## config.mk

```make
export PLATFORM = sky130hd
export DESIGN_NAME = rbm_fifo
export DESIGN_NICKNAME = d
export VERILOG_FILES = /design/src/rtl/rbm_fifo.sv
export SDC_FILE = /design/constraint.sdc
export NUM_CORES = 1
export LEC_CHECK = 0
export BUFFER_PORTS_ARGS = -buffer_cell sky130_fd_sc_hd__buf_2
export CAP_MARGIN = 40
export CORE_MARGIN = 4
export CORE_UTILIZATION = 49
export CTS_CLUSTER_DIAMETER = 150
export DETAILED_ROUTE_END_ITERATION = 8
export GPL_TIMING_DRIVEN = 1
export PLACE_DENSITY = 0.77
export SLEW_MARGIN = 15
export SYNTH_ARGS = -nofsm -noshare
export SYNTH_HDL_FRONTEND = slang
export SYNTH_SLANG_ARGS = --single-unit
```

## constraint.sdc

```tcl
create_clock -name aclk -period 1.59 [get_ports aclk]
set_input_delay 0.0795 -clock aclk [delete_from_list [all_inputs] [get_ports aclk]]
set_output_delay 0.0795 -clock aclk [all_outputs]
set_load 0.01 [all_outputs]
```

## src/rtl/rbm_fifo.sv

```systemverilog
// ----------------------------------------------------------------------------
// rbm_fifo: short job queue
// Holds output jobs between the front end and the back end.
// ----------------------------------------------------------------------------
module rbm_fifo #(
    parameter int WIDTH = 8,
    parameter int DEPTH = 2
) (
    input  logic             aclk,
    input  logic             aresetn,
    input  logic             push,
    input  logic [WIDTH-1:0] push_data,
    input  logic             pop,
    output logic [WIDTH-1:0] head,
    output logic             full,
    output logic             empty
);
    localparam int PW = (DEPTH > 1) ? $clog2(DEPTH) : 1;

    logic [WIDTH-1:0] mem_reg [DEPTH];
    logic [PW-1:0]    wp_reg, rp_reg;
    logic [PW:0]      cnt_reg;

    assign full  = (cnt_reg == (PW+1)'(DEPTH));
    assign empty = (cnt_reg == '0);
    assign head  = mem_reg[rp_reg];

    // Storage is written at the tail only.
    always_ff @(posedge aclk) begin
        if (push) begin
            mem_reg[wp_reg] <= push_data;
        end
    end

    // Pointers and fill count.
    always_ff @(posedge aclk) begin
        if (!aresetn) begin
            wp_reg  <= '0;
            rp_reg  <= '0;
            cnt_reg <= '0;
        end else begin
            if (push) begin
                wp_reg <= (wp_reg == PW'(DEPTH-1)) ? '0 : wp_reg + 1'b1;
            end
            if (pop) begin
                rp_reg <= (rp_reg == PW'(DEPTH-1)) ? '0 : rp_reg + 1'b1;
            end
            cnt_reg <= cnt_reg + (PW+1)'(push) - (PW+1)'(pop);
        end
    end

`ifndef SYNTHESIS
    a_no_overflow: assert property (@(posedge aclk) disable iff (!aresetn)
        push |-> (!full || pop)) else $error("job queue overflow");
    a_no_underflow: assert property (@(posedge aclk) disable iff (!aresetn)
        pop |-> !empty) else $error("job queue underflow");
    a_count_step: assert property (@(posedge aclk) disable iff (!aresetn)
        (push && !pop) |=> !empty) else $error("job queue count lost a push");
`endif

endmodule

```

* Word-level counts from Yosys, hierarchy flattened *
Memory sizes are Yosys's and may differ from the RTL's. A register that Yosys moved wholly into a read port is not among the register bits.
Index checks and enable logic that the tools add are counted.
W data, S select, Z words.

cells by class
  add/sub/neg operators = 4
  multiply operators = 0
  div/mod/pow operators = 0
  magnitude comparators = 0
  equal/unequal tests = 1
  shift operators = 0
  multiplexer cells = 6
  bitwise operators = 0
  reductions and logical operators = 1

operator list
  cell                   number
  $mux W1                6
  $add A1 B1 Y1 const B  2
  $add A2 B1 Y2          1
  $eq A2 B2 Y1 const B   1
  $logic_not A2 Y1       1
  $sub A2 B1 Y2          1

storage, ports and cells
  flip-flop bits (word level) = 4
  latch bits = 0
  bits in writable memories = 16
  bits in read-only memories = 0
  bits of input ports = 12
  memories kept = 1

memory list
  name     depth  bits a word  rd ports  clocked after memory_dff  write ports  line  source
  mem_reg  2      8            1         1                         1            20    logic [WIDTH-1:0] mem_reg [DEPTH];

* Longest topological paths before layout *
Gate-level depths: netlist (run 1).

  word-level depth = 4
  depth in mapped cells = 6
  depth with buffers taken out = 6

* Worst setup path after synthesis (run 1) *
No wires, ideal clock.

  path type = register to register
  start = register cnt_reg[0]
  end = register cnt_reg[1]
  library setup time = 65 ps
  arrival = 1245 ps
  data required time = 1525 ps
  slack = 280 ps
  cell stages (with the launch flop) = 7
  clock period less this slack = 1310 ps
  path through = dfxtp_1 > inv_1 > ha_1 > inv_1 > ha_1 > xnor3_1 > nor2b_1

on the way
  longest elaborated chain between the ends = 2

RTL lines
  element                 line  source
  start, declared         22    logic [PW:0] cnt_reg;
  start signal, assigned  48    cnt_reg <= cnt_reg + (PW+1)'(push) - (PW+1)'(pop);
  $add A2 B1 Y2           48
  $sub A2 B1 Y2           48

Every way passes these cells.
A chain may end at the register's enable or synchronous reset.

==> results of run 1 <==
-- per-layer routing --
metal	global-route usage, %	vias to the layer above
met4	4.15	0
met1	13.1	203
met5	0	-
li1	-	232
met3	3.07	2
met2	18.9	11
-- repair_timing --
action / in CTS / in global routing
endpoints found under the hold margin: 16 / 0
hold buffers: 8 / 0
setup endpoints to repair: 0 / 0
-- area by class of cell --
type                       instances  area (µm²)
fill                             104         482
clock buffer                       4        26.3
inverter                           2        7.51
timing repair buffer              31         200
multi-input combinational         22         208
sequential                        21         581
tap                               16        20.0
-- worst reg2reg max path, stage by stage (launching register included) --
cell and delay (ns):
dfxtp_1 0.36, inv_1 0.05, ha_1 0.26, inv_1 0.05
ha_1 0.13, xnor3_1 0.37, nor2b_1 0.10
-- kinds of logic after synthesis --
kind of cell	Yosys count	share of synthesized area (%)
DFF	21	72.5
buffers and inverters	3	1.56
AOI/OAI and AO/OA	1	0.938
muxes	8	11.3
adders and majority gates	2	3.12
xor gates and xnor gates	2	3.91
and+or+nand+nor	9	6.72
-- report_power, final --
part           switching, mW  internal (mW)  total (mW)  leakage (nW)
registers             0.0226          0.631       0.654         0.192
logic                 0.0750          0.113       0.188         0.222
clock network          0.138         0.0972       0.235        0.0150
total                  0.235          0.842        1.08         0.429
-- layout by cell type (no fill, tap or decap), types with 2 or more instances in the layout --
master	Yosys	routed
and2_1	4	4
buf_2	1	21
buf_4	0	2
clkbuf_4	0	3
dfxtp_1	5	5
dlygate4sd3_1	0	8
edfxtp_1	16	16
ha_1	2	2
inv_1	2	2
mux2_2	8	8
nor2b_1	4	4
-- per-stage QoR --
| stage | utilization [%] | std cells | power (mW) |
|---|---|---|---|
| 3_3_place_gp | 61.4 | 84 | 0.836 |
| 5_1_grt | 68.4 | 96 | 1.14 |
| 6_report | 68.4 | 96 | 1.08 |
| 2_1_floorplan | - | 46 | 0.773 |
| 3_5_place_dp | 61.4 | 84 | 0.844 |
| 4_1_cts | 68.4 | 96 | 1.09 |
-- worst min-delay path by stage --
stage,to,slack (ns)
finish,wp_reg,0.03
global route,wp_reg,0.04
CTS,wp_reg,0.03
detailed placement,mem_reg[1][3],0.27
global placement,mem_reg[1][3],0.27
floorplan,mem_reg[0][0],0.18
==> impl_metrics.json, run 1 <==
{
  "holdCritPathClass": "in2reg",
  "final.setup.tns_ns": 0,
  "powerDensity_nw_per_um2": 1030,
  "postCtsSetupBuffers": 0,
  "met1_length_um": 520,
  "grt_max_degree": 12,
  "worst_slack_ns": 0.160,
  "row_count": 14,
  "synth_fp_nets": 60,
  "syn_inst": 46,
  "gr-usage-all-layers_pct": 11.1,
  "worst-path-buf-inv": 1,
  "die_width_um": 48.4,
  "finalInstanceArea_um2": 1040,
  "crit_chain": "mux2_2 > buf_2",
  "nNetsFinal": 95,
  "first_iter_violations": 4,
  "fmax_ghz": 0.699,
  "ctsHtreeMaxLevel": 1,
  "reg2reg_slack_ns": 0.21,
  "wire_per_inst_um": 12.8,
  "finalSetupViolations": 0,
  "grt_first_pass_wirelength_mm": 2.06,
  "cts.path.max_buffers": 2,
  "dr.max_layer_used": "met4",
  "viasPerCell": 4.67,
  "hold_depth": 2,
  "yosys.area.top_type": "edfxtp_1",
  "clk_pin_slew_ns": 0.11,
  "reg2reg_to": "cnt_reg[1]",
  "cp-end-kind": "primary output",
  "finalHoldViolations": 0,
  "cpLargestDelayFamily": "flip-flops",
  "synth_common_cells": "edfxtp_1, mux2_2, dfxtp_1",
  "synthArstFlopShare_pct": 0,
  "dpl_worst_slack_ns": 0.225,
  "clockRootBuffer": "clkbuf_4",
  "r2r_cells": 6,
  "clock_skew_ns": 0.00435,
  "drt-pass1-iter-count": 2,
  "drc": 0,
  "dieArea_um2": 2340,
  "clock_sinks": 21,
  "reg2reg_from": "cnt_reg[0]",
  "synthFlopType": "edfxtp_1",
  "antenna_cells": 0,
  "wl_met3_um": 76,
  "slew-limit-headroom_pct": 74.7,
  "synth_cell_types": 12,
  "layout_min_cycle_time_ns": 1.43,
  "ys_seq_elements": 21,
  "antenna_found_initial": 0,
  "syn2layout_area_growth_pct": 30.2,
  "cts_tree": "built",
  "start_util_pct": 52.5,
  "cp.arrival_ns": 1.35,
  "synth_top_area_share_pct": 60.0,
  "ys_seq_area_share_pct": 72.5,
  "critPathMaxStageDelay_ns": 0.54,
  "criticalPathCategory": "reg2out",
  "postPlaceCellArea_um2": 936,
  "core_um2": 1520,
  "required_ns": 1.51,
  "synth.area.top_cells": "edfxtp_1, dfxtp_1, mux2_2",
  "numCtsBuffers": 3,
  "vias": 448,
  "synth_edf_count": 16,
  "leakage_nw": 0.429,
  "cts_resized": 0,
  "syn_avg_cell_area_um2": 17.4,
  "crit_cells": 2,
  "crit_path_max_fanout": 8,
  "post-dp-hpwl_um": 897,
  "gp_congestion": 0.672,
  "post-route-period-util_pct": 90.0,
  "synth.cell_area_um2": 801,
  "vdd_drop_max_uv": 813,
  "yosysWarnings": 0,
  "worstMarginPinSlew_ns": 0.379,
  "critPathSlowestCell": "dfxtp_1",
  "postRouteAntennaNets": 0,
  "wl_met2_um": 615,
  "grt_remaining_overflow": 0,
  "routed_wl_mm": 1.22,
  "clk_latency_ns": 0.28,
  "endpoint": "head[3]",
  "largest_register_ffs": 16,
  "die_h_um": 48.4,
  "cp-start-kind": "flop",
  "portBuffers": 21,
  "holdWs_ns": 0.0334,
  "rsz0062_at_grt": "false",
  "ioPinCount": 22,
  "drive_above_1_share_pct": 42.5,
  "hold_path_startpoint": "aresetn",
  "final_max_slew_viol_count": 0,
  "cap_violations": 0,
  "status": "complete, no violations",
  "yosysMostFrequentCell": "edfxtp_1",
  "grt_pass1_vias": 459
}
(Power assumes the default switching activity.)
==> run 2, diff against run 1 <==
Settings changed: REMOVE_ABC_BUFFERS set to 1.
==> run 2 against run 1 <==
Against the previous run: largest cell class unchanged; power up 1.1%; die area unchanged; hold slack worse by 0.0073 ns.
==> impl_metrics.json, run 2 (synthesis results as in run 1) <==
{
  "drc": 0,
  "ioPinCount": 22,
  "postCtsSetupBuffers": 0,
  "nNetsFinal": 95,
  "clockRootBuffer": "clkbuf_4",
  "p_int_uw": 839,
  "cap_violations": 0,
  "holdWs_ns": 0.0261,
  "slew-limit-headroom_pct": 72.4,
  "critPathMaxStageDelay_ns": 0.54,
  "drive_above_1_share_pct": 43.8,
  "ctsHtreeMaxLevel": 1,
  "gp_congestion": 0.619,
  "final_cell_mix": "buf_2, edfxtp_1, mux2_2, dlygate4sd3_1, dfxtp_1",
  "clock_skew_ns": 0.00267,
  "post-dp-hpwl_um": 925,
  "crit_path_max_fanout": 8,
  "dieArea_um2": 2340,
  "comb_power_share_pct": 17.5,
  "final.setup.tns_ns": 0,
  "vdd_drop_max_uv": 727,
  "wire_per_inst_um": 13.4,
  "critPathSlowestCell": "dfxtp_1",
  "viasPerCell": 4.82,
  "first_iter_violations": 2,
  "finalSetupViolations": 0,
  "crit_chain": "mux2_2 > buf_2",
  "cp-end-kind": "primary output",
  "layout_min_cycle_time_ns": 1.44,
  "finalHoldViolations": 0,
  "leakage_nw": 0.432,
  "p_seq_share_pct": 60.1,
  "start_util_pct": 52.5,
  "final_common_cell": "buf_2",
  "fmax_ghz": 0.694,
  "grt_first_pass_wirelength_mm": 2.24,
  "antenna_found_initial": 0,
  "power_frac_clock_pct": 22.4,
  "cp-start-kind": "flop",
  "cts_hold_buf": 8,
  "gr-usage-all-layers_pct": 12.5,
  "post-route-period-util_pct": 90.6,
  "core_um2": 1520,
  "postRouteAntennaNets": 0,
  "criticalPathCategory": "reg2out",
  "numCtsBuffers": 3,
  "final_max_slew_viol_count": 0,
  "sw_frac_of_total_pct": 23.0,
  "portBuffers": 21,
  "cp.arrival_ns": 1.36,
  "clk_pin_slew_ns": 0.11,
  "clock_sinks": 21,
  "grt_pass1_vias": 500,
  "die_h_um": 48.4,
  "largest_register_ffs": 16,
  "n_fill_cell": 118,
  "row_count": 14,
  "grt_remaining_overflow": 0,
  "grt_max_degree": 13,
  "drt-pass1-iter-count": 4,
  "switching_power_uw": 250,
  "vias": 463,
  "cts_tree": "built",
  "routed_wl_mm": 1.29,
  "powerDensity_nw_per_um2": 1040,
  "syn2layout_area_growth_pct": 30.3,
  "required_ns": 1.51,
  "holdCritPathClass": "in2reg",
  "die_width_um": 48.4,
  "status": "complete, no violations",
  "rsz0062_at_grt": "false",
  "cts.path.max_buffers": 2,
  "clk_latency_ns": 0.29,
  "cts_resized": 0,
  "antenna_cells": 0,
  "worstMarginPinSlew_ns": 0.414
}
[run 2: cell count changes in the layout (fill, tap and decap cells not counted)]
cell	previous run	this run
clkinv_2	0	1
clkbuf_1	1	0
[run 2: area by class of cell]
class / instances / area (µm²) / area share [%]
Inverter: 2 / 7.51 / 0.719
Timing Repair Buffer: 31 / 200 / 19.2
Sequential cell: 21 / 581 / 55.6
Tap cell: 16 / 20.0 / 1.92
Clock buffer: 3 / 22.5 / 2.16
Multi-Input combinational cell: 22 / 208 / 19.9
Clock inverter: 1 / 5.00 / 0.480
[run 2: path summary, 6_finish.rpt]
path,start,depth (start not counted),to,slack [ns]
max,flop,2,head[4],0.15
min,aresetn,2,wp_reg,0.03
max reg2reg,cnt_reg[0],6,cnt_reg[1],0.15
min reg2reg,rp_reg,2,rp_reg,0.59
[run 2: power groups by stage]
stage / sequential [mW] / combinational (mW) / clock, mW
after detailed placement: 0.668 / 0.179 / 0
after global routing: 0.660 / 0.212 / 0.280
after CTS: 0.655 / 0.194 / 0.253
after floorplan: 0.662 / 0.109 / 0
final: 0.655 / 0.191 / 0.243
after global placement: 0.665 / 0.171 / 0
[run 2: critical path: cells and delay by family, from the launching register on]
| family | cells | cell delay [ns] |
|---|---|---|
| buffers and inverters | 1 | 0.14 |
| muxes | 1 | 0.38 |
| DFF | 1 | 0.54 |
[run 2: layer usage]
layer | wire (µm) | share of wire, % | GRT usage [%] | vias up
met4 | 27 | 2.1 | 8.29 | 0
met1 | 481 | 37 | 13.6 | 215
li1 | - | - | - | 231
met3 | 64 | 5.0 | 3.99 | 4
met2 | 713 | 55 | 20.4 | 13
met5 | 0 | 0 | 0 | -
[run 2: metrics by stage]
step / worst slack, ns / area (µm²) / power [mW] / cells / util, %
after floorplan: 0.280 / 796 / 0.771 / 45 / -
after global placement: 0.266 / 936 / 0.836 / 84 / 61.4
after detailed placement: 0.159 / 936 / 0.847 / 84 / 61.4
after CTS: 0.121 / 1040 / 1.10 / 96 / 68.5
after global routing: 0.0401 / 1040 / 1.15 / 96 / 68.5
final: 0.150 / 1040 / 1.09 / 96 / 68.5
