<file path="config.mk">
export PLATFORM = sky130hd
export DESIGN_NAME = rbm_front
export DESIGN_NICKNAME = d
export VERILOG_FILES = /design/src/rtl/rbm_pkg.sv /design/src/rtl/rbm_front.sv
export SDC_FILE = /design/constraint.sdc
export NUM_CORES = 1
export LEC_CHECK = 0
export ABC_AREA = 1
export BUFFER_PORTS_ARGS = -buffer_cell sky130_fd_sc_hd__buf_4
export CORE_MARGIN = 1
export CORE_UTILIZATION = 45
export DETAILED_ROUTE_END_ITERATION = 8
export GPL_ROUTABILITY_DRIVEN = 0
export GPL_TIMING_DRIVEN = 0
export PLACE_DENSITY = 0.69
export SLEW_MARGIN = 15
export SYNTH_ARGS = -nofsm -noshare
export SYNTH_HDL_FRONTEND = slang
export SYNTH_SLANG_ARGS = --single-unit
</file>
<file path="constraint.sdc">
create_clock -name aclk -period 12.56 [get_ports aclk]
set_clock_uncertainty 0.15 [all_clocks]
set_input_delay 1.256 -clock aclk [delete_from_list [all_inputs] [get_ports aclk]]
set_output_delay 1.256 -clock aclk [all_outputs]
set_load 0.005 [all_outputs]
</file>
<file path="src/rtl/rbm_pkg.sv">
// ----------------------------------------------------------------------------
// rbm_pkg: shared definitions for the RGB box mean filter
// Register indexes, reset values, input kind, back-end states, queue depth.
// ----------------------------------------------------------------------------
package rbm_pkg;

    // Register indexes on the configuration port.
    localparam logic [1:0] REG_WIDTH  = 2'd0;
    localparam logic [1:0] REG_HEIGHT = 2'd1;
    localparam logic [1:0] REG_RADIUS = 2'd2;

    // Reset values of the configuration registers.
    localparam logic [10:0] WIDTH_RST  = 11'd1024;
    localparam logic [12:0] HEIGHT_RST = 13'd1;
    localparam logic [1:0]  RADIUS_RST = 2'd2;

    // Input kind carried in tuser.
    localparam logic OP_PIXEL = 1'b0;

    // Entries in the queue between the front and the back end.
    localparam int QDEPTH = 2;

    // Back-end sequencer states.
    typedef enum logic [2:0] {
        B_IDLE,
        B_READ,
        B_LAST,
        B_DIV,
        B_OUT
    } back_state_t;

endpackage

</file>
<file path="src/rtl/rbm_front.sv">
// ----------------------------------------------------------------------------
// rbm_front: input tracking and output scheduling
// Writes pixels into the line store, tracks input and output positions and
// queues an output job once the last pixel of its window has arrived.
// ----------------------------------------------------------------------------
module rbm_front #(
    parameter int MAX_WINDOW = 5,
    parameter int MAX_WIDTH  = 1024,
    parameter int MAX_HEIGHT = 4096,
    localparam int RING = MAX_WINDOW + 1,
    localparam int RW   = $clog2(MAX_HEIGHT),
    localparam int CW   = $clog2(MAX_WIDTH),
    localparam int SW   = $clog2(RING),
    localparam int AW   = $clog2(RING * MAX_WIDTH),
    localparam int JW   = 1 + RW + SW + CW + 6
) (
    input  logic          aclk,
    input  logic          aresetn,
    input  logic          restart,
    input  logic [10:0]   cfg_width,
    input  logic [12:0]   cfg_height,
    input  logic [1:0]    cfg_radius,
    input  logic          s_valid,
    output logic          s_ready,
    input  logic          s_op,
    input  logic [23:0]   s_pixel,
    output logic          job_push,
    output logic [JW-1:0] job_data,
    input  logic          q_full,
    input  logic          q_empty,
    input  logic [JW-1:0] q_head,
    input  logic          back_busy,
    input  logic [JW-1:0] back_job,
    output logic          wr_en,
    output logic [AW-1:0] wr_addr,
    output logic [23:0]   wr_data
);
    localparam int WW   = $clog2(MAX_WIDTH + 1);
    localparam int HW   = $clog2(MAX_HEIGHT + 1);
    localparam int RCAP = (MAX_WINDOW - 1) / 2;

    typedef struct packed {
        logic          last;
        logic [RW-1:0] r_beg;
        logic [SW-1:0] slot;
        logic [CW-1:0] c_beg;
        logic [2:0]    r_cnt;
        logic [2:0]    c_cnt;
    } job_t;

    logic [RW-1:0] in_row_reg, in_row_next, out_row_reg, out_row_next;
    logic [CW-1:0] in_col_reg, in_col_next, out_col_reg, out_col_next;
    logic [SW-1:0] in_slot_reg, in_slot_next, out_slot_reg, out_slot_next;
    logic          in_full_reg, in_full_next;
    logic          flush_reg, flush_next;

    logic [WW-1:0] eff_w;
    logic [HW-1:0] eff_h;
    logic [1:0]    rad;
    logic          accept, due, pend, safe;
    logic [RW-1:0] oldest;
    logic [HW-1:0] r_sum, r_end, r_beg;
    logic [WW-1:0] c_sum, c_end, c_beg;
    logic [1:0]    k;
    job_t          job, head_job, cur_job;

    // Effective frame geometry and radius after clamping.
    always_comb begin
        if (cfg_width == '0) begin
            eff_w = WW'(1);
        end else if (32'(cfg_width) > MAX_WIDTH) begin
            eff_w = WW'(MAX_WIDTH);
        end else begin
            eff_w = WW'(cfg_width);
        end
        if (cfg_height == '0) begin
            eff_h = HW'(1);
        end else if (32'(cfg_height) > MAX_HEIGHT) begin
            eff_h = HW'(MAX_HEIGHT);
        end else begin
            eff_h = HW'(cfg_height);
        end
        rad = (32'(cfg_radius) > RCAP) ? 2'(RCAP) : cfg_radius;
    end

    // Hold off pixels that would overwrite a row a pending job still reads.
    // Jobs left over from the previous frame use row numbers of that frame,
    // so the next frame waits until they have all left.
    always_comb begin
        head_job = job_t'(q_head);
        cur_job  = job_t'(back_job);
        oldest   = back_busy ? cur_job.r_beg : head_job.r_beg;
        pend     = back_busy || !q_empty;
        safe     = !pend ||
                   (!flush_reg &&
                    (({1'b0, in_row_reg} + (RW+1)'(rad)) < ({1'b0, oldest} + (RW+1)'(RING))));
        s_ready  = !q_full && safe;
        accept   = s_valid && s_ready;
    end

    // Line store write for the accepted pixel.
    assign wr_en   = accept && (s_op == rbm_pkg::OP_PIXEL) && !in_full_reg;
    assign wr_addr = AW'(32'(in_slot_reg) * MAX_WIDTH + 32'(in_col_reg));
    assign wr_data = s_pixel;

    // Input position, window bounds of the next output, and its scheduling.
    always_comb begin
        in_row_next   = in_row_reg;
        in_col_next   = in_col_reg;
        in_slot_next  = in_slot_reg;
        in_full_next  = in_full_reg;
        out_row_next  = out_row_reg;
        out_col_next  = out_col_reg;
        out_slot_next = out_slot_reg;

        if (wr_en) begin
            if (({1'b0, in_col_reg} + 1'b1) >= (CW+1)'(eff_w)) begin
                in_col_next = '0;
                if ((HW'(in_row_reg) + 1'b1) >= eff_h) begin
                    in_row_next  = '0;
                    in_slot_next = '0;
                    in_full_next = 1'b1;
                end else begin
                    in_row_next  = in_row_reg + 1'b1;
                    in_slot_next = (in_slot_reg == SW'(RING-1)) ? '0 : in_slot_reg + 1'b1;
                end
            end else begin
                in_col_next = in_col_reg + 1'b1;
            end
        end

        r_sum = HW'(out_row_reg) + HW'(rad);
        r_end = (r_sum > eff_h - 1'b1) ? eff_h - 1'b1 : r_sum;
        c_sum = WW'(out_col_reg) + WW'(rad);
        c_end = (c_sum > eff_w - 1'b1) ? eff_w - 1'b1 : c_sum;
        r_beg = (HW'(out_row_reg) >= HW'(rad)) ? HW'(out_row_reg) - HW'(rad) : '0;
        c_beg = (WW'(out_col_reg) >= WW'(rad)) ? WW'(out_col_reg) - WW'(rad) : '0;
        k     = (HW'(out_row_reg) >= HW'(rad)) ? rad : 2'(out_row_reg);

        job.r_beg = RW'(r_beg);
        job.c_beg = CW'(c_beg);
        job.r_cnt = 3'(r_end - r_beg);
        job.c_cnt = 3'(c_end - c_beg);
        job.slot  = (out_slot_reg >= SW'(k)) ? out_slot_reg - SW'(k)
                                             : out_slot_reg + SW'(RING) - SW'(k);
        job.last  = 1'b0;

        due = in_full_next || (r_end < HW'(in_row_next)) ||
              ((r_end == HW'(in_row_next)) && (c_end < WW'(in_col_next)));
        job_push = accept && due;

        if (job_push) begin
            if ((WW'(out_col_reg) + 1'b1) >= eff_w) begin
                out_col_next = '0;
                if ((HW'(out_row_reg) + 1'b1) >= eff_h) begin
                    out_row_next  = '0;
                    out_slot_next = '0;
                    in_full_next  = 1'b0;
                    job.last      = 1'b1;
                end else begin
                    out_row_next  = out_row_reg + 1'b1;
                    out_slot_next = (out_slot_reg == SW'(RING-1)) ? '0 : out_slot_reg + 1'b1;
                end
            end else begin
                out_col_next = out_col_reg + 1'b1;
            end
        end
        job_data = JW'(job);

        // Frame change: set when the last job of a frame is queued, cleared
        // once no job is pending.
        if (job_push && job.last) begin
            flush_next = 1'b1;
        end else if (!pend) begin
            flush_next = 1'b0;
        end else begin
            flush_next = flush_reg;
        end
    end

    // Position registers; a register write restarts the frame.
    always_ff @(posedge aclk) begin
        if (!aresetn || restart) begin
            in_row_reg   <= '0;
            in_col_reg   <= '0;
            in_slot_reg  <= '0;
            in_full_reg  <= 1'b0;
            out_row_reg  <= '0;
            out_col_reg  <= '0;
            out_slot_reg <= '0;
            flush_reg    <= 1'b0;
        end else begin
            in_row_reg   <= in_row_next;
            in_col_reg   <= in_col_next;
            in_slot_reg  <= in_slot_next;
            in_full_reg  <= in_full_next;
            out_row_reg  <= out_row_next;
            out_col_reg  <= out_col_next;
            out_slot_reg <= out_slot_next;
            flush_reg    <= flush_next;
        end
    end

endmodule

</file>
---- Word-level counts from Yosys, hierarchy flattened ----
Cells that the tools add are included.
W data, S select, Z words.
operators by class
  $add $sub $neg .......................... 24
  $mul .................................... 0
  div/mod/pow operators ................... 0
  magnitude comparators ................... 15
  equal/unequal tests ..................... 4
  shift operators ......................... 0
  multiplexer cells ....................... 34
  bitwise operators ....................... 1
  reductions and logical operators ........ 23
operators by type and width
  kind                     count
  $mux W12                 6
  $mux W10                 4
  $mux W13                 3
  $mux W11                 3
  $add A12 B1 Y13 const B  2
  $add A12 B2 Y13          2
  $ge A13 B13 Y1           2
  $add A12 B1 Y12 const B  2
  $add A10 B1 Y11 const B  2
  $ge A11 B11 Y1           2
  $add A10 B1 Y10 const B  2
  $mux W3                  5
  $add A12 B3 Y13 const B  1
  $add A13 B10 Y13         1
  $eq A13 B12 Y1           1
  $gt A13 B13 Y1           1
  $gt A13 B13 Y1 const B   1
  $logic_not A13 Y1        1
  $lt A13 B12 Y1           1
  $lt A13 B13 Y1           1
  $sub A13 B1 Y13 const B  1
  $ge A12 B2 Y1            1
  $sub A12 B2 Y12          1
  $add A10 B2 Y11          1
  other kinds (22)         54
storage, ports and cells
  flip-flop bits (word level) ............. 52
  bits in latches ......................... 0
  memory bits (writable) .................. 0
  bits in read-only memories .............. 0
  input port bits ......................... 122
  output and inout bits ................... 72
  word-level logic and storage cells ...... 109
  memories ................................ 0

---- Longest topological paths before layout ----
Gate-level depths: netlist of run 1.
  depth after elaboration ................. 18
  depth in mapped cells ................... 42
  mapped depth without buffers ............ 41

---- Least setup slack after synthesis of run 1 ----
Ideal clock, no wire load.
  kind .................................... input-to-output
  from .................................... input back_busy
  to ...................................... output job_data[31]
  arrival time ............................ 5945 ps
  required time ........................... 11154 ps
  path slack .............................. 5209 ps
  stages .................................. 36
  buffers on the path ..................... 2
  cell sequence ........................... buf_1 > mux2i_1 > ha_1 > nor3_1 > nand4_1 > nor3_1 > xnor2_1 > ha_1 > nand2_1 > inv_1 > nand2_1 > nand2_1 > a21oi_1 > nand2_1 > nand2_1 > nand4_1 > nor2_1 > inv_1 > nor2_1 > inv_1 > nor2_4 > inv_1 > o22ai_1 > inv_1 > ha_1 > nand2_1 > nor4b_1 > nand4_1 > a21oi_1 > o2111ai_2 > nor2_2 > nand2_2 > nand2_4 > nand4_1 > inv_1 > buf_4
between the ends
  cells in the longest elaborated chain, start to end .. 15
  elaborated cells on any way between the ends .. 22
  those cells by class .................... add/sub (1); order compare (3); eq/ne (1); mux (5); reduce/logical (12)
RTL lines
  item                                                       RTL line                            RTL
  from (decl)                                                rbm_front.sv:32                     input logic back_busy,
  $mux W12                                                   rbm_front.sv:92                     oldest = back_busy ? cur_job.r_beg : head_job.r_beg;
  $add A12 B3 Y13                                            rbm_front.sv:96                     (({1'b0, in_row_reg} + (RW+1)'(rad)) < ({1'b0, oldest} + (RW+1)'(RING))));
  $lt A13 B13 Y1                                             rbm_front.sv:96
  $logic_and A1 B1 Y1                                        rbm_front.sv:95                     (!flush_reg &&
  $logic_or A1 B1 Y1 *                                       rbm_front.sv:94                     safe = !pend ||
  $logic_and A1 B1 Y1 *                                      rbm_front.sv:97                     s_ready = !q_full && safe;
  $logic_and A1 B1 Y1 *                                      rbm_front.sv:98                     accept = s_valid && s_ready;
  $logic_and A1 B1 Y1 * (2 in series)                        rbm_front.sv:102                    assign wr_en = accept && (s_op == rbm_pkg::OP_PIXEL) && !in_full_reg;
  named net wr_en                                            rbm_front.sv:34                     output logic wr_en,
  $mux W12 or $mux W10 (tied branches)                       rbm_front.sv:116                    if (wr_en) begin
  $lt A13 B12 Y1 (tied with other cells)                     rbm_front.sv:148                    due = in_full_next || (r_end < HW'(in_row_next)) ||
  $logic_or A1 B1 Y1 or $logic_and A1 B1 Y1 (tied branches)  rbm_front.sv:148, rbm_front.sv:149
  $logic_or A1 B1 Y1 *                                       rbm_front.sv:148
  $logic_and A1 B1 Y1 *                                      rbm_front.sv:150                    job_push = accept && due;
  $mux W1 *                                                  rbm_front.sv:152                    if (job_push) begin
  to (decl)                                                  rbm_front.sv:28                     output logic [JW-1:0] job_data,
The timed path passes the listed nets; every way through them passes the cells marked *.

---- Worst setup path after layout of run 1 ----
  from .................................... input cfg_radius[1]
  to ...................................... output job_data[31]
between the ends
  cells in the longest elaborated chain, start to end .. 16
  elaborated cells on any way between the ends .. 27
  those cells by class .................... add/sub (3); order compare (6); eq/ne (1); mux (7); reduce/logical (10)
RTL lines
  item                                                       RTL line                            RTL
  from (decl)                                                rbm_front.sv:22                     input logic [1:0] cfg_radius,
  $gt A2 B2 Y1                                               rbm_front.sv:83                     rad = (32'(cfg_radius) > RCAP) ? 2'(RCAP) : cfg_radius;
  $mux W2 *                                                  rbm_front.sv:83
  $add A12 B2 Y13                                            rbm_front.sv:96
  $lt A13 B13 Y1                                             rbm_front.sv:96
  $logic_and A1 B1 Y1                                        rbm_front.sv:95
  $logic_or A1 B1 Y1                                         rbm_front.sv:94
  $logic_and A1 B1 Y1                                        rbm_front.sv:97
  $logic_and A1 B1 Y1                                        rbm_front.sv:98
  $logic_and A1 B1 Y1 (2 in series)                          rbm_front.sv:102
  $mux W12 or $mux W10 (tied branches)                       rbm_front.sv:116
  $lt A13 B12 Y1 (tied with other cells)                     rbm_front.sv:148
  $logic_or A1 B1 Y1 or $logic_and A1 B1 Y1 (tied branches)  rbm_front.sv:148, rbm_front.sv:149
  $logic_or A1 B1 Y1                                         rbm_front.sv:148
  $logic_and A1 B1 Y1 *                                      rbm_front.sv:150
  $mux W1 *                                                  rbm_front.sv:152
Mark *: on every way between the ends. The rest lies on a longest branch, timed or not.

==> flow_summary.html, run 1 <==
<table>
<tr><th>Metric</th><th>Value</th></tr>
<tr><th colspan="2">GRT</th></tr>
<tr><td>Antenna violations before repair</td><td>0</td></tr>
<tr><td>Vias in the first global route</td><td>7630</td></tr>
<tr><td>Wire length of the first global-routing pass</td><td>around 37000 um</td></tr>
<tr><td>Maximum number of pins on one net before global-route repair</td><td>19</td></tr>
<tr><td>All-Layer GR Usage</td><td>24.6%</td></tr>
<tr><td>Total congestion overflow</td><td>0</td></tr>
<tr><th colspan="2">Floorplanning</th></tr>
<tr><td>Initial core utilization</td><td>roughly 47%</td></tr>
<tr><td>Die area</td><td>18800 um^2</td></tr>
<tr><td>DIE HEIGHT</td><td>about 140 um</td></tr>
<tr><td>Number of cell rows</td><td>48</td></tr>
<tr><td>Floorplan Core Area</td><td>roughly 18000 um^2</td></tr>
<tr><td>Count of boundary I/O pins</td><td>194</td></tr>
<tr><td>Die boundary width</td><td>137 um</td></tr>
<tr><th colspan="2">Synthesis</th></tr>
<tr><td>Proportion of register bits with asynchronous set or reset after synthesis</td><td>0%</td></tr>
<tr><td>Sequential share of the synthesized area</td><td>12.7%</td></tr>
<tr><td>Number of synthesized flops with an enable pin</td><td>0</td></tr>
<tr><td>Yosys warning total</td><td>0</td></tr>
<tr><td>Top_reg_cell synth</td><td>dfxtp_1</td></tr>
<tr><td>Avg Cell Area, Syn</td><td>around 6.4 um^2</td></tr>
<tr><td>Cell area after synthesis</td><td>between 8000 and 9000 um^2</td></tr>
<tr><td>Synthesized netlist net count</td><td>around 1500</td></tr>
<tr><td>Syn Inst Count</td><td>roughly 1300</td></tr>
<tr><td>Flops &amp; latches, synth</td><td>52</td></tr>
<tr><td>Distinct cell type count of the synthesized netlist</td><td>53</td></tr>
<tr><th colspan="2">Power</th></tr>
<tr><td>Fraction of power consumed by sequential logic</td><td>a little under a third</td></tr>
<tr><td>Share of total power in the clock network</td><td>about 27%</td></tr>
<tr><td>Largest vdd supply drop</td><td>about 0.054 mV</td></tr>
<tr><td>Cell leakage power</td><td>0.00512 uW</td></tr>
<tr><td>Combinational share of power</td><td>42.5%</td></tr>
<tr><td>Reported net switching power</td><td>between 200 and 250 uW</td></tr>
<tr><td>Switching share of power</td><td>37.6%</td></tr>
<tr><td>Power density over the cells</td><td>approximately 58 nW/um^2</td></tr>
<tr><td>Cell-internal power</td><td>roughly 350 uW</td></tr>
<tr><th colspan="2">Timing</th></tr>
<tr><td>Final count of hold timing violations</td><td>0</td></tr>
<tr><td>Final period demand of the worst path</td><td>about 9.1 ns</td></tr>
<tr><td>Transition at the pin with the smallest max-transition slack</td><td>between 1 and 1.5 ns</td></tr>
<tr><td>Setup repair after global routing missed its margin</td><td>no</td></tr>
<tr><td>Worst hold slack after final layout</td><td>roughly 0.34 ns</td></tr>
<tr><td>Highest Clock Rate</td><td>approximately 0.11 GHz</td></tr>
<tr><td>Worst slew slack as a fraction of its limit</td><td>29.9%</td></tr>
<tr><td># setup viols final</td><td>0</td></tr>
<tr><td>Total negative slack</td><td>0 ns</td></tr>
<tr><td>Final max-slew violation count</td><td>0</td></tr>
<tr><td>Share of the cycle needed by the critical path after routing</td><td>between 70% and 80%</td></tr>
<tr><th colspan="2">Clock tree</th></tr>
<tr><td>Number of gates given a new drive strength after cts</td><td>0</td></tr>
<tr><td>TritonCTS Buffers</td><td>5</td></tr>
<tr><td>Clock latency on the worst-skew pair</td><td>between 0.3 and 0.4 ns</td></tr>
<tr><td>Total clock sinks</td><td>52</td></tr>
<tr><td>H-tree depth</td><td>2</td></tr>
<tr><td>Root Buffer</td><td>clkbuf_16</td></tr>
<tr><td>Clock tree from TritonCTS</td><td>built</td></tr>
<tr><td>Post-CTS Setup Inserts</td><td>0</td></tr>
<tr><td>CTS clock-pin slew for the worst setup and hold paths</td><td>~0.080 ns</td></tr>
<tr><td>Max Root-Sink Buffers</td><td>2</td></tr>
<tr><td>Hold bufs inserted after CTS</td><td>0</td></tr>
<tr><th colspan="2">Place</th></tr>
<tr><td>Hpwl dp</td><td>between 15000 and 20000 um</td></tr>
<tr><td>Placed Instance Area</td><td>between 9000 and 10000 um^2</td></tr>
<tr><td>Port Buffer Count</td><td>129</td></tr>
<tr><td>Total instance count after detailed placement</td><td>roughly 1600</td></tr>
<tr><th colspan="2">Detailed routing</th></tr>
<tr><td>Vias/cell</td><td>5.23</td></tr>
<tr><td>Avg WL per Cell</td><td>around 14 um</td></tr>
<tr><td>Via count of the routed design</td><td>about 8600</td></tr>
<tr><td>Length of the first detailed-routing pass in iterations</td><td>5</td></tr>
<tr><td>Detailed router's first-iteration violation count</td><td>539</td></tr>
<tr><td>Routed wire length</td><td>roughly 23000 um</td></tr>
<tr><td>DRC violation count after routing</td><td>0</td></tr>
<tr><td>Number of routed nets with antenna violations</td><td>0</td></tr>
<tr><th colspan="2">Setup path</th></tr>
<tr><td>Most numerous cell on the critical path</td><td>inv_1</td></tr>
<tr><td>WP data arrival</td><td>between 7 and 8 ns</td></tr>
<tr><td>Kind of critical path</td><td>primary input to output port</td></tr>
<tr><td>Slowest stage cell on the critical path</td><td>nor2_1</td></tr>
<tr><td>Critical path required time</td><td>approximately 11 ns</td></tr>
<tr><td>Category of the worst setup path capture point</td><td>output port</td></tr>
<tr><td>Worst Setup Start Kind</td><td>primary input</td></tr>
<tr><td>Crit path max fanout</td><td>9</td></tr>
<tr><td>CP peak stage delay</td><td>~0.6 ns</td></tr>
<tr><th colspan="2">Flow run</th></tr>
<tr><td>Reported max-cap violation count</td><td>0</td></tr>
<tr><th colspan="2">Layout</th></tr>
<tr><td>Ratio of cells with drive above 1 in the final layout</td><td>~14%</td></tr>
<tr><td>Antenna Diode Count</td><td>0</td></tr>
<tr><td>Finished Core Util</td><td>between 50% and 60%</td></tr>
<tr><td>Post-route standard cell area excluding fillers</td><td>a little under 10000 um^2</td></tr>
<tr><td>Post-route insts no fill</td><td>between 1500 and 2000</td></tr>
<tr><td>Relative area change from synthesis to final layout</td><td>17.1%</td></tr>
<tr><td>Number of nets in the finished design</td><td>1671</td></tr>
<tr><th colspan="2">Hold path</th></tr>
<tr><td>Hold WC Path Type</td><td>flip-flop to flip-flop</td></tr>
<tr><th colspan="2">Status</th></tr>
<tr><td>Result of the run</td><td>completed</td></tr>
</table>
## worst paths after layout
kind                            start  cells after the start                     endpoint  slack (ns)
max                     cfg_radius[1]                     39                 job_data[31]        3.47
max reg2reg  in_row_reg[0]$_SDFF_PP0_                     37  out_row_reg[4]$_SDFFE_PP0P_        6.32
min            flush_reg$_SDFFE_PP0P_                      2       flush_reg$_SDFFE_PP0P_        0.34
min reg2reg    flush_reg$_SDFFE_PP0P_                      2       flush_reg$_SDFFE_PP0P_        0.34
## synth_stat cells, drive strengths merged, types with 4 or more instances
cell / n / area share, %
buf: 34 / 3.0
a22oi: 10 / 0.92
xor2: 89 / 9.5
xnor2: 10 / 1.1
nand4: 29 / 2.2
a21oi: 65 / 4.0
inv: 176 / 8.1
clkbuf: 16 / 0.73
and3: 4 / 0.31
dfxtp: 52 / 13
nand2: 261 / 12
mux2i: 5 / 0.61
o22ai: 4 / 0.31
ha: 128 / 20
nor4: 6 / 0.46
nor2: 173 / 8.1
nand3b: 5 / 0.46
nand3: 56 / 3.7
o21ai: 82 / 5.1
fa: 8 / 2.0
or2: 7 / 0.53
nor3: 29 / 1.8
## cells by family after synthesis
logic type,synth area share [%]
fa+ha+maj,21.5
xor+xnor,10.6
flops,12.7
buf+inv,11.9
compound gates,12.4
mux,0.610
simple gates,30.3
## routing by layer
metal / wire, um / up-vias / track usage, %
li1: - / 4434 / -
met1: 11000 / 3890 / 34.0
met2: 10600 / 230 / 41.6
met3: 1230 / 13 / 2.70
met4: 171 / 0 / 3.54
met5: 0 / - / 0
## power groups by stage
stage                     clock (uW)  sequential [uW]  combinational, uW
after global placement             0              172                233
final                            152              168                237
after detailed placement           0              172                235
after global routing             158              168                266
after floorplan                    0              171                144
after CTS                        152              168                237
## per-stage QoR
step | setup WS [ns] | power, uW
6_report | 3.47 | 557
5_1_grt | 2.80 | 592
4_1_cts | 3.52 | 557
3_3_place_gp | 3.63 | 404
3_5_place_dp | 3.53 | 407
2_1_floorplan | 5.21 | 315
## cells in the final DEF (no fill, tap or decap), types with 52 or more instances in the layout
cell type  synthesis  routed
inv_1            175     175
ha_1             128     128
dfxtp_1           52      52
nor2_1           169     169
nand2_1          254     254
nand3_1           53      53
o21ai_0           78      78
buf_4             26     155
a21oi_1           65      65
xor2_1            89      89
## worst max-delay path: cells and delay by family
kind / cells / cell delay (ns)
AND/OR/NAND/NOR: 20 / 3.52
XOR/XNOR: 1 / 0.17
adder cells (fa/ha/maj): 3 / 0.88
AO/OA/AOI/OAI: 5 / 0.67
buffers and inverters: 10 / 1.17
## area by class of cell
type                            instances  area [um^2]
Fill cell                            1803         7940
Multi-Input combinational cell        997         6180
Sequential cell                        52         1040
Timing Repair Buffer                  129          968
Inverter                              178          668
Buffer                                 50          307
Tap cell                              225          282
Clock buffer                            5          125
Clock inverter                          3         27.5
(Power assumes the default switching activity.)
==> inputs of run 2 (changes only) <==
Settings changed: ABC_AREA 1 to 0, PLACE_DENSITY 0.69 to 0.71.
Clock period 12.56 ns to 8.35 ns, I/O delays scaled along.
==> run 2 against run 1 <==
  * Largest power group is now the clock network
  * Utilization down 0.051 points
  * First-iteration DRC count up 5.8%
  * Highest routed layer is now met5
  * Die area rose by 1.8%
  * Clock-buffer cell count is the same
  * Critical path depth is 11 lower
  * Cell area grew 3.0%
  * Register-to-register slack got worse by 4.7 ns
  * Combinational power rose by 7%
  * The run now ends with design-rule violations left
  * Clock power rose by 79%
  * Largest cell class unchanged
  * Cell count decreased by 10%
==> flow_summary.html, run 2 <==
<table>
<tr><th>Metric</th><th>Value</th></tr>
<tr><th colspan="2">Power</th></tr>
<tr><td>Fraction of power consumed by sequential logic</td><td>32.1%</td></tr>
<tr><td>Power density over the cells</td><td>78.3 nW/um^2</td></tr>
<tr><td>Combinational share of power</td><td>roughly a third</td></tr>
<tr><td>Largest vdd supply drop</td><td>0.0767 mV</td></tr>
<tr><td>Cell-internal power</td><td>539 uW</td></tr>
<tr><td>Switching share of power</td><td>30.5%</td></tr>
<tr><td>Cell leakage power</td><td>about 0.0046 uW</td></tr>
<tr><td>Share of total power in the clock network</td><td>35.1%</td></tr>
<tr><td>Reported net switching power</td><td>~240 uW</td></tr>
<tr><th colspan="2">Synthesis</th></tr>
<tr><td>Syn Inst Count</td><td>between 1000 and 1500</td></tr>
<tr><td>Most area-hungry cell type in the Yosys netlist</td><td>ha_1</td></tr>
<tr><td>Share of synthesized area spent on multiplexers</td><td>~3.2%</td></tr>
<tr><td>Flops &amp; latches, synth</td><td>52</td></tr>
<tr><td>Arithmetic-cell share of the synthesized area counting full adders, half adders and majority gates</td><td>21.1%</td></tr>
<tr><td>Avg Cell Area, Syn</td><td>around 7.6 um^2</td></tr>
<tr><td>Sequential share of the synthesized area</td><td>approximately an eighth</td></tr>
<tr><td>Fraction of synthesized cell area taken by the top area cell type</td><td>about a fifth</td></tr>
<tr><td>Proportion of register bits with asynchronous set or reset after synthesis</td><td>0%</td></tr>
<tr><td>Top_reg_cell synth</td><td>dfxtp_1</td></tr>
<tr><td>Top area cells in the synthesized netlist</td><td>ha_1 19%, dfxtp_1 12%, xnor2_1 6.5%</td></tr>
<tr><td>Yosys warning total</td><td>0</td></tr>
<tr><td>Synth Area in Compound Gates</td><td>20.5%</td></tr>
<tr><td>Distinct cell type count of the synthesized netlist</td><td>80</td></tr>
<tr><td>Basic-gate share of the synthesized area counting and, or, nand and nor cells</td><td>approximately 25%</td></tr>
<tr><td>Synth Area in XOR/XNOR</td><td>roughly 11%</td></tr>
<tr><td>Leading cell types by count after synthesis</td><td>128 x ha_1, 128 x nor2_1, 87 x nand2_1</td></tr>
<tr><td>Dominant combinational cell family by area after synthesis</td><td>simple AND/OR/NAND/NOR gates</td></tr>
<tr><td>Number of synthesized flops with an enable pin</td><td>0</td></tr>
<tr><td>Cell area after synthesis</td><td>8350 um^2</td></tr>
<tr><td>Synthesized netlist net count</td><td>around 1400</td></tr>
<tr><th colspan="2">Setup path</th></tr>
<tr><td>Worst r2r src</td><td>in_row_reg[3]$_SDFF_PP0_</td></tr>
<tr><td>Most numerous cell on the critical path</td><td>buf_4</td></tr>
<tr><td>Critical path required time</td><td>around 7.4 ns</td></tr>
<tr><td>Worst Setup Start Kind</td><td>primary input</td></tr>
<tr><td>Slowest stage cell on the critical path</td><td>a2111oi_4</td></tr>
<tr><td>Logic depth of the worst register-to-register path</td><td>25</td></tr>
<tr><td>Crit path max fanout</td><td>10</td></tr>
<tr><td>Endpoint of the lowest-slack register-to-register path</td><td>out_row_reg[4]$_SDFFE_PP0P_</td></tr>
<tr><td>Kind of critical path</td><td>primary input to output port</td></tr>
<tr><td>WP data arrival</td><td>6.86 ns</td></tr>
<tr><td>Category of the worst setup path capture point</td><td>output port</td></tr>
<tr><td>Reg2Reg Setup Slack</td><td>~1.6 ns</td></tr>
<tr><td>CP peak stage delay</td><td>0.54 ns</td></tr>
<tr><th colspan="2">Place</th></tr>
<tr><td>Port Buffer Count</td><td>127</td></tr>
<tr><td>Hpwl dp</td><td>between 15000 and 20000 um</td></tr>
<tr><td>Total instance count after detailed placement</td><td>1457</td></tr>
<tr><td>Placed Instance Area</td><td>about 9600 um^2</td></tr>
<tr><th colspan="2">Clock tree</th></tr>
<tr><td>Clock tree from TritonCTS</td><td>built</td></tr>
<tr><td>TritonCTS Buffers</td><td>5</td></tr>
<tr><td>H-tree depth</td><td>2</td></tr>
<tr><td>Root Buffer</td><td>clkbuf_16</td></tr>
<tr><td>Hold bufs inserted after CTS</td><td>0</td></tr>
<tr><td>Total clock sinks</td><td>between 50 and 60</td></tr>
<tr><td>CTS clock-pin slew for the worst setup and hold paths</td><td>0.07 ns</td></tr>
<tr><td>Clock latency on the worst-skew pair</td><td>about 0.31 ns</td></tr>
<tr><td>Max Root-Sink Buffers</td><td>2</td></tr>
<tr><th colspan="2">Detailed routing</th></tr>
<tr><td>Routed wire length</td><td>~24000 um</td></tr>
<tr><td>Detailed router's first-iteration violation count</td><td>570</td></tr>
<tr><td>Length of the first detailed-routing pass in iterations</td><td>9</td></tr>
<tr><td>Vias/cell</td><td>5.81</td></tr>
<tr><td>Avg WL per Cell</td><td>16.5 um</td></tr>
<tr><td>DRC violation count after routing</td><td>20</td></tr>
<tr><td>Via count of the routed design</td><td>8535</td></tr>
<tr><td>Number of routed nets with antenna violations</td><td>0</td></tr>
<tr><th colspan="2">Floorplanning</th></tr>
<tr><td>Number of cell rows</td><td>between 40 and 50</td></tr>
<tr><td>Floorplan Core Area</td><td>18100 um^2</td></tr>
<tr><td>Die area</td><td>roughly 19000 um^2</td></tr>
<tr><td>Die boundary width</td><td>about 140 um</td></tr>
<tr><td>Initial core utilization</td><td>a little under half</td></tr>
<tr><td>Count of boundary I/O pins</td><td>194</td></tr>
<tr><td>DIE HEIGHT</td><td>138 um</td></tr>
<tr><th colspan="2">Timing</th></tr>
<tr><td>Transition at the pin with the smallest max-transition slack</td><td>~0.73 ns</td></tr>
<tr><td>Final count of hold timing violations</td><td>0</td></tr>
<tr><td>Final max-slew violation count</td><td>0</td></tr>
<tr><td>Highest Clock Rate</td><td>about 0.13 GHz</td></tr>
<tr><td># setup viols final</td><td>0</td></tr>
<tr><td>Setup repair after global routing missed its margin</td><td>no</td></tr>
<tr><td>Final period demand of the worst path</td><td>7.85 ns</td></tr>
<tr><td>Worst slew slack as a fraction of its limit</td><td>around 52%</td></tr>
<tr><td>Share of the cycle needed by the critical path after routing</td><td>a little over nine tenths</td></tr>
<tr><th colspan="2">GRT</th></tr>
<tr><td>Total congestion overflow</td><td>0</td></tr>
<tr><td>Wire length of the first global-routing pass</td><td>approximately 39000 um</td></tr>
<tr><td>Antenna violations before repair</td><td>1</td></tr>
<tr><td>Vias in the first global route</td><td>between 7000 and 8000</td></tr>
<tr><td>All-Layer GR Usage</td><td>between 20% and 30%</td></tr>
<tr><td>Maximum number of pins on one net before global-route repair</td><td>16</td></tr>
<tr><th colspan="2">Layout</th></tr>
<tr><td>Post-route insts no fill</td><td>roughly 1500</td></tr>
<tr><td>Ratio of cells with drive above 1 in the final layout</td><td>between 15 and 20%</td></tr>
<tr><td>Antenna Diode Count</td><td>0</td></tr>
<tr><td>Leading cell type in the layout, fill and taps excluded</td><td>buf_4</td></tr>
<tr><td>Relative area change from synthesis to final layout</td><td>18.5%</td></tr>
<tr><td>Number of nets in the finished design</td><td>around 1500</td></tr>
<tr><td>Post-route standard cell area excluding fillers</td><td>slightly below 10000 um^2</td></tr>
<tr><td>Most frequent cells in the layout</td><td>159 x buf_4, 128 x ha_1, 126 x nor2_1</td></tr>
<tr><th colspan="2">Hold path</th></tr>
<tr><td>Startpoint of the lowest-slack hold path</td><td>in_slot_reg[2]$_SDFFE_PP0P_</td></tr>
<tr><td>Hold WC Path Type</td><td>flip-flop to flip-flop</td></tr>
<tr><td>Worst hold path cell count</td><td>2</td></tr>
<tr><td>Hold EP</td><td>in_slot_reg[2]$_SDFFE_PP0P_</td></tr>
<tr><th colspan="2">Status</th></tr>
<tr><td>Violations in the final reports</td><td>design-rule violations</td></tr>
<tr><td>Result of the run</td><td>complete, but fails checks</td></tr>
<tr><th colspan="2">Flow run</th></tr>
<tr><td>Reported max-cap violation count</td><td>0</td></tr>
</table>
[run 2: what timing repair did]
item / CTS / global route
setup endpoints to repair: 2 / 2
gates resized for setup: 10 / 15
pin swaps: 1 / 3
buffers inserted: 0 / 6
hold endpoints to repair: 0 / 0
[run 2: logic make-up after synthesis]
| logic type | count (synthesis) |
|---|---|
| flops | 52 |
| buf+inv | 125 |
| mux | 26 |
| compound gates | 239 |
| simple gates | 419 |
| xor+xnor | 104 |
| fa+ha+maj | 136 |
[run 2: layout make-up]
class | count | area [um^2]
repair buffers | 133 | 998
multi-input cells | 924 | 6780
plain buffers | 89 | 467
inverters | 36 | 135
clock inverters | 2 | 60.1
well taps | 229 | 287
fillers | 1784 | 8190
clock buffers | 5 | 125
flip-flops and latches | 52 | 1040
[run 2: per-layer routing]
layer | track usage, % | up-vias | part of all wire, %
li1 | - | 4237 | -
met1 | 33.2 | 3963 | 46
met2 | 41.0 | 286 | 46
met3 | 3.29 | 47 | 5.5
met4 | 10.1 | 2 | 3.0
met5 | 0 | - | 0.054
[run 2: how the worst max path moves through the flow]
stage,cells past startpoint,end,start
finish,28,job_data[31],cfg_radius[1]
global route,32,job_data[31],cfg_height[4]
CTS,32,job_data[31],cfg_height[4]
detailed placement,28,job_data[31],cfg_radius[1]
global placement,28,job_data[31],cfg_radius[1]
floorplan,27,job_data[31],back_busy
[run 2: worst max-delay path, delay by kind of cell]
family	cells	cell delay (ns)
buf+inv	7	1.28
fa+ha+maj	4	1.18
simple gates	7	1.40
compound gates	9	1.99
xor+xnor	1	0.16
[run 2: stage by stage]
step	TNS [ns]	total power, uW	setup WS (ns)	utilization, %	hold WS, ns
after detailed placement	-2.25	503	-1.00	53.0	0.332
after CTS	0	776	0.00206	54.2	0.342
after global placement	-1.67	499	-0.929	53.0	0.314
after global routing	0	814	0.0613	54.7	0.358
after floorplan	0	401	1.22	-	0.286
final	0	775	0.502	54.7	0.340
[run 2: power groups by stage]
stage	Clock, uW	Combinational, uW	Sequential [uW]
after floorplan	0	147	254
after global placement	0	245	255
after detailed placement	0	248	255
after CTS	277	250	249
after global routing	285	281	249
final	272	254	249
==> inputs of run 3 (changes only) <==
Settings changed: BUFFER_PORTS_ARGS -buffer_cell sky130_fd_sc_hd__buf_4 to unset, DONT_BUFFER_PORTS set to 1, PLACE_DENSITY 0.71 to unset.
==> run 3 against run 2 <==
  * The flow still finishes with violations (design-rule violations)
  * Utilization fell by 5.7 points
  * Via count fell by 7.7%
  * Die area did not move
  * Wire length fell by 0.16%
==> flow_summary.html, run 3 (synthesis results as in run 2) <==
<table>
<tr><th>Metric</th><th>Value</th></tr>
<tr><th colspan="2">Status</th></tr>
<tr><td>Result of the run</td><td>complete, but fails checks</td></tr>
<tr><td>Violations in the final reports</td><td>design-rule violations</td></tr>
<tr><th colspan="2">Timing</th></tr>
<tr><td>Setup repair after global routing missed its margin</td><td>no</td></tr>
<tr><td># setup viols final</td><td>0</td></tr>
<tr><td>Final count of hold timing violations</td><td>0</td></tr>
<tr><td>Worst slew slack as a fraction of its limit</td><td>between 40% and 50%</td></tr>
<tr><td>Transition at the pin with the smallest max-transition slack</td><td>just under 0.8 ns</td></tr>
<tr><td>Highest Clock Rate</td><td>0.126 GHz</td></tr>
<tr><td>Final period demand of the worst path</td><td>7.92 ns</td></tr>
<tr><td>Share of the cycle needed by the critical path after routing</td><td>94.9%</td></tr>
<tr><td>Final max-slew violation count</td><td>0</td></tr>
<tr><th colspan="2">Detailed routing</th></tr>
<tr><td>Detailed router's first-iteration violation count</td><td>710</td></tr>
<tr><td>Via count of the routed design</td><td>approximately 8000</td></tr>
<tr><td>Routed wire length</td><td>24200 um</td></tr>
<tr><td>Vias/cell</td><td>around 5.9</td></tr>
<tr><td>DRC violation count after routing</td><td>16</td></tr>
<tr><td>Avg WL per Cell</td><td>18.1 um</td></tr>
<tr><td>Length of the first detailed-routing pass in iterations</td><td>7</td></tr>
<tr><td>Number of routed nets with antenna violations</td><td>0</td></tr>
<tr><th colspan="2">GRT</th></tr>
<tr><td>Maximum number of pins on one net before global-route repair</td><td>16</td></tr>
<tr><td>Antenna violations before repair</td><td>0</td></tr>
<tr><td>Vias in the first global route</td><td>between 7000 and 8000</td></tr>
<tr><td>All-Layer GR Usage</td><td>25.3%</td></tr>
<tr><td>Total congestion overflow</td><td>0</td></tr>
<tr><td>Wire length of the first global-routing pass</td><td>between 30000 and 40000 um</td></tr>
<tr><th colspan="2">Power</th></tr>
<tr><td>Post-layout total power</td><td>about 680 uW</td></tr>
<tr><td>Cell leakage power</td><td>0.00391 uW</td></tr>
<tr><td>Power density over the cells</td><td>~76 nW/um^2</td></tr>
<tr><td>Largest vdd supply drop</td><td>approximately 0.066 mV</td></tr>
<tr><th colspan="2">Setup path</th></tr>
<tr><td>WP data arrival</td><td>6.94 ns</td></tr>
<tr><td>Category of the worst setup path capture point</td><td>output port</td></tr>
<tr><td>Logic depth of the worst register-to-register path</td><td>25</td></tr>
<tr><td>Endpoint of the lowest-slack register-to-register path</td><td>out_row_reg[3]$_SDFFE_PP0P_</td></tr>
<tr><td>Crit path max fanout</td><td>10</td></tr>
<tr><td>Worst setup path start</td><td>cfg_width[2]</td></tr>
<tr><td>Critical path destination</td><td>job_data[31]</td></tr>
<tr><td>Kind of critical path</td><td>primary input to output port</td></tr>
<tr><td>Worst r2r src</td><td>in_row_reg[3]$_SDFF_PP0_</td></tr>
<tr><td>Critical path required time</td><td>7.36 ns</td></tr>
<tr><td>Reg2Reg Setup Slack</td><td>1.48 ns</td></tr>
<tr><td>Worst Setup Start Kind</td><td>primary input</td></tr>
<tr><th colspan="2">Floorplanning</th></tr>
<tr><td>Die area</td><td>about 19000 um^2</td></tr>
<tr><td>Floorplan Core Area</td><td>about 18000 um^2</td></tr>
<tr><td>DIE HEIGHT</td><td>between 100 and 150 um</td></tr>
<tr><td>Count of boundary I/O pins</td><td>194</td></tr>
<tr><td>Die boundary width</td><td>138 um</td></tr>
<tr><td>Initial core utilization</td><td>46.2%</td></tr>
<tr><td>Number of cell rows</td><td>approximately 50</td></tr>
<tr><th colspan="2">Clock tree</th></tr>
<tr><td>H-tree depth</td><td>2</td></tr>
<tr><td>TritonCTS Buffers</td><td>5</td></tr>
<tr><td>Post-CTS Setup Inserts</td><td>0</td></tr>
<tr><td>Clock tree from TritonCTS</td><td>built</td></tr>
<tr><td>CTS clock-pin slew for the worst setup and hold paths</td><td>~0.070 ns</td></tr>
<tr><td>Max Root-Sink Buffers</td><td>2</td></tr>
<tr><td>Root Buffer</td><td>clkbuf_16</td></tr>
<tr><td>Clock latency on the worst-skew pair</td><td>~0.31 ns</td></tr>
<tr><td>Total clock sinks</td><td>52</td></tr>
<tr><th colspan="2">Hold path</th></tr>
<tr><td>Hold WC Path Type</td><td>flip-flop to flip-flop</td></tr>
<tr><th colspan="2">Place</th></tr>
<tr><td>Hpwl dp</td><td>19900 um</td></tr>
<tr><td>Port Buffer Count</td><td>0</td></tr>
<tr><td>Placed Instance Area</td><td>~8600 um^2</td></tr>
<tr><th colspan="2">Layout</th></tr>
<tr><td>Ratio of cells with drive above 1 in the final layout</td><td>a little under 8%</td></tr>
<tr><td>Finished Core Util</td><td>approximately half</td></tr>
<tr><td>Number of nets in the finished design</td><td>around 1400</td></tr>
<tr><td>Most frequent cells in the layout</td><td>128 x ha_1, 127 x nor2_1, 86 x nand2_1</td></tr>
<tr><td>Leading cell type in the layout, fill and taps excluded</td><td>ha_1</td></tr>
<tr><td>Relative area change from synthesis to final layout</td><td>6.15%</td></tr>
<tr><td>Post-route standard cell area excluding fillers</td><td>8860 um^2</td></tr>
<tr><td>Antenna Diode Count</td><td>0</td></tr>
<tr><th colspan="2">Flow run</th></tr>
<tr><td>Reported max-cap violation count</td><td>0</td></tr>
</table>
[run 3: cell types whose count changed in the layout (fill, tap and decap cells not counted), sizes merged]
cell / before / now
buf: 171 / 40
bufinv: 2 / 1
clkbuf: 56 / 55
clkinv: 0 / 1
[run 3: metal layers]
layer | part of all wire [%] | track usage, % | up-vias
met5 | 0 | 0 | -
met3 | 5.4 | 3.78 | 22
met4 | 1.4 | 5.38 | 0
met1 | 46 | 34.5 | 3660
li1 | - | - | 3974
met2 | 47 | 42.1 | 223
[run 3: how the worst min path moves through the flow]
stage	slack, ns	end	start	cells past startpoint
after floorplan	0.29	flush_reg$_SDFFE_PP0P_	flush_reg$_SDFFE_PP0P_	2
after global placement	0.36	out_slot_reg[2]$_SDFFE_PP0P_	out_slot_reg[1]$_SDFFE_PP0P_	2
after detailed placement	0.37	out_slot_reg[2]$_SDFFE_PP0P_	out_slot_reg[1]$_SDFFE_PP0P_	2
after CTS	0.39	out_slot_reg[2]$_SDFFE_PP0P_	out_slot_reg[1]$_SDFFE_PP0P_	2
after global routing	0.40	in_slot_reg[1]$_SDFFE_PP0P_	in_slot_reg[1]$_SDFFE_PP0P_	2
final	0.38	in_slot_reg[1]$_SDFFE_PP0P_	in_slot_reg[1]$_SDFFE_PP0P_	2
[run 3: layout make-up]
class	count	area, um^2
buffer	89	463
clock buffer	6	129
clock inverter	2	35.0
fill	1789	9230
inverter	36	135
multi-input combinational	924	6770
sequential	52	1040
tap	229	287
[run 3: timing repair]
action | in CTS | in global routing
hold buffers | 0 | 0
endpoints found under the setup margin | 2 | 2
gates resized for setup | 9 | 11
pin swaps | 0 | 0
[run 3: where the power goes]
| group | internal, uW | total [uW] | switching (uW) |
|---|---|---|---|
| Clock | 141 | 239 | 98.2 |
| Sequential | 248 | 249 | 0.732 |
| Combinational | 74.8 | 189 | 114 |
[run 3: per-stage QoR]
step / hold slack [ns] / setup TNS (ns) / instances / setup slack, ns
2_1_floorplan: 0.286 / 0 / 1101 / 1.22
3_3_place_gp: 0.362 / -2.36 / 1330 / -0.965
3_5_place_dp: 0.372 / -2.59 / 1330 / -0.991
4_1_cts: 0.385 / 0 / 1338 / 0.0131
5_1_grt: 0.398 / 0 / 1338 / 0.00191
6_report: 0.378 / 0 / 1338 / 0.429
[run 3: critical path, stage by stage]
cell       delay [ns]
or4_4            0.55
nor3_1           0.19
nor2_1           0.07
nor2_2           0.21
inv_1            0.12
ha_1             0.19
clkbuf_1         0.22
nor2b_1          0.21
a31oi_1          0.17
o21ai_0          0.17
ha_1             0.34
nand4_1          0.18
a211oi_2         0.31
a2111oi_4        0.10
a41oi_4          0.35
clkbuf_1         0.37
a21oi_1          0.21
ha_1             0.26
nand4b_1         0.20
nor4_1           0.34
nand2b_1         0.10
mux2i_1          0.37
nand3_1          0.22
o21a_1           0.22
buf_4            0.18
nor2_1           0.12
buf_4            0.12
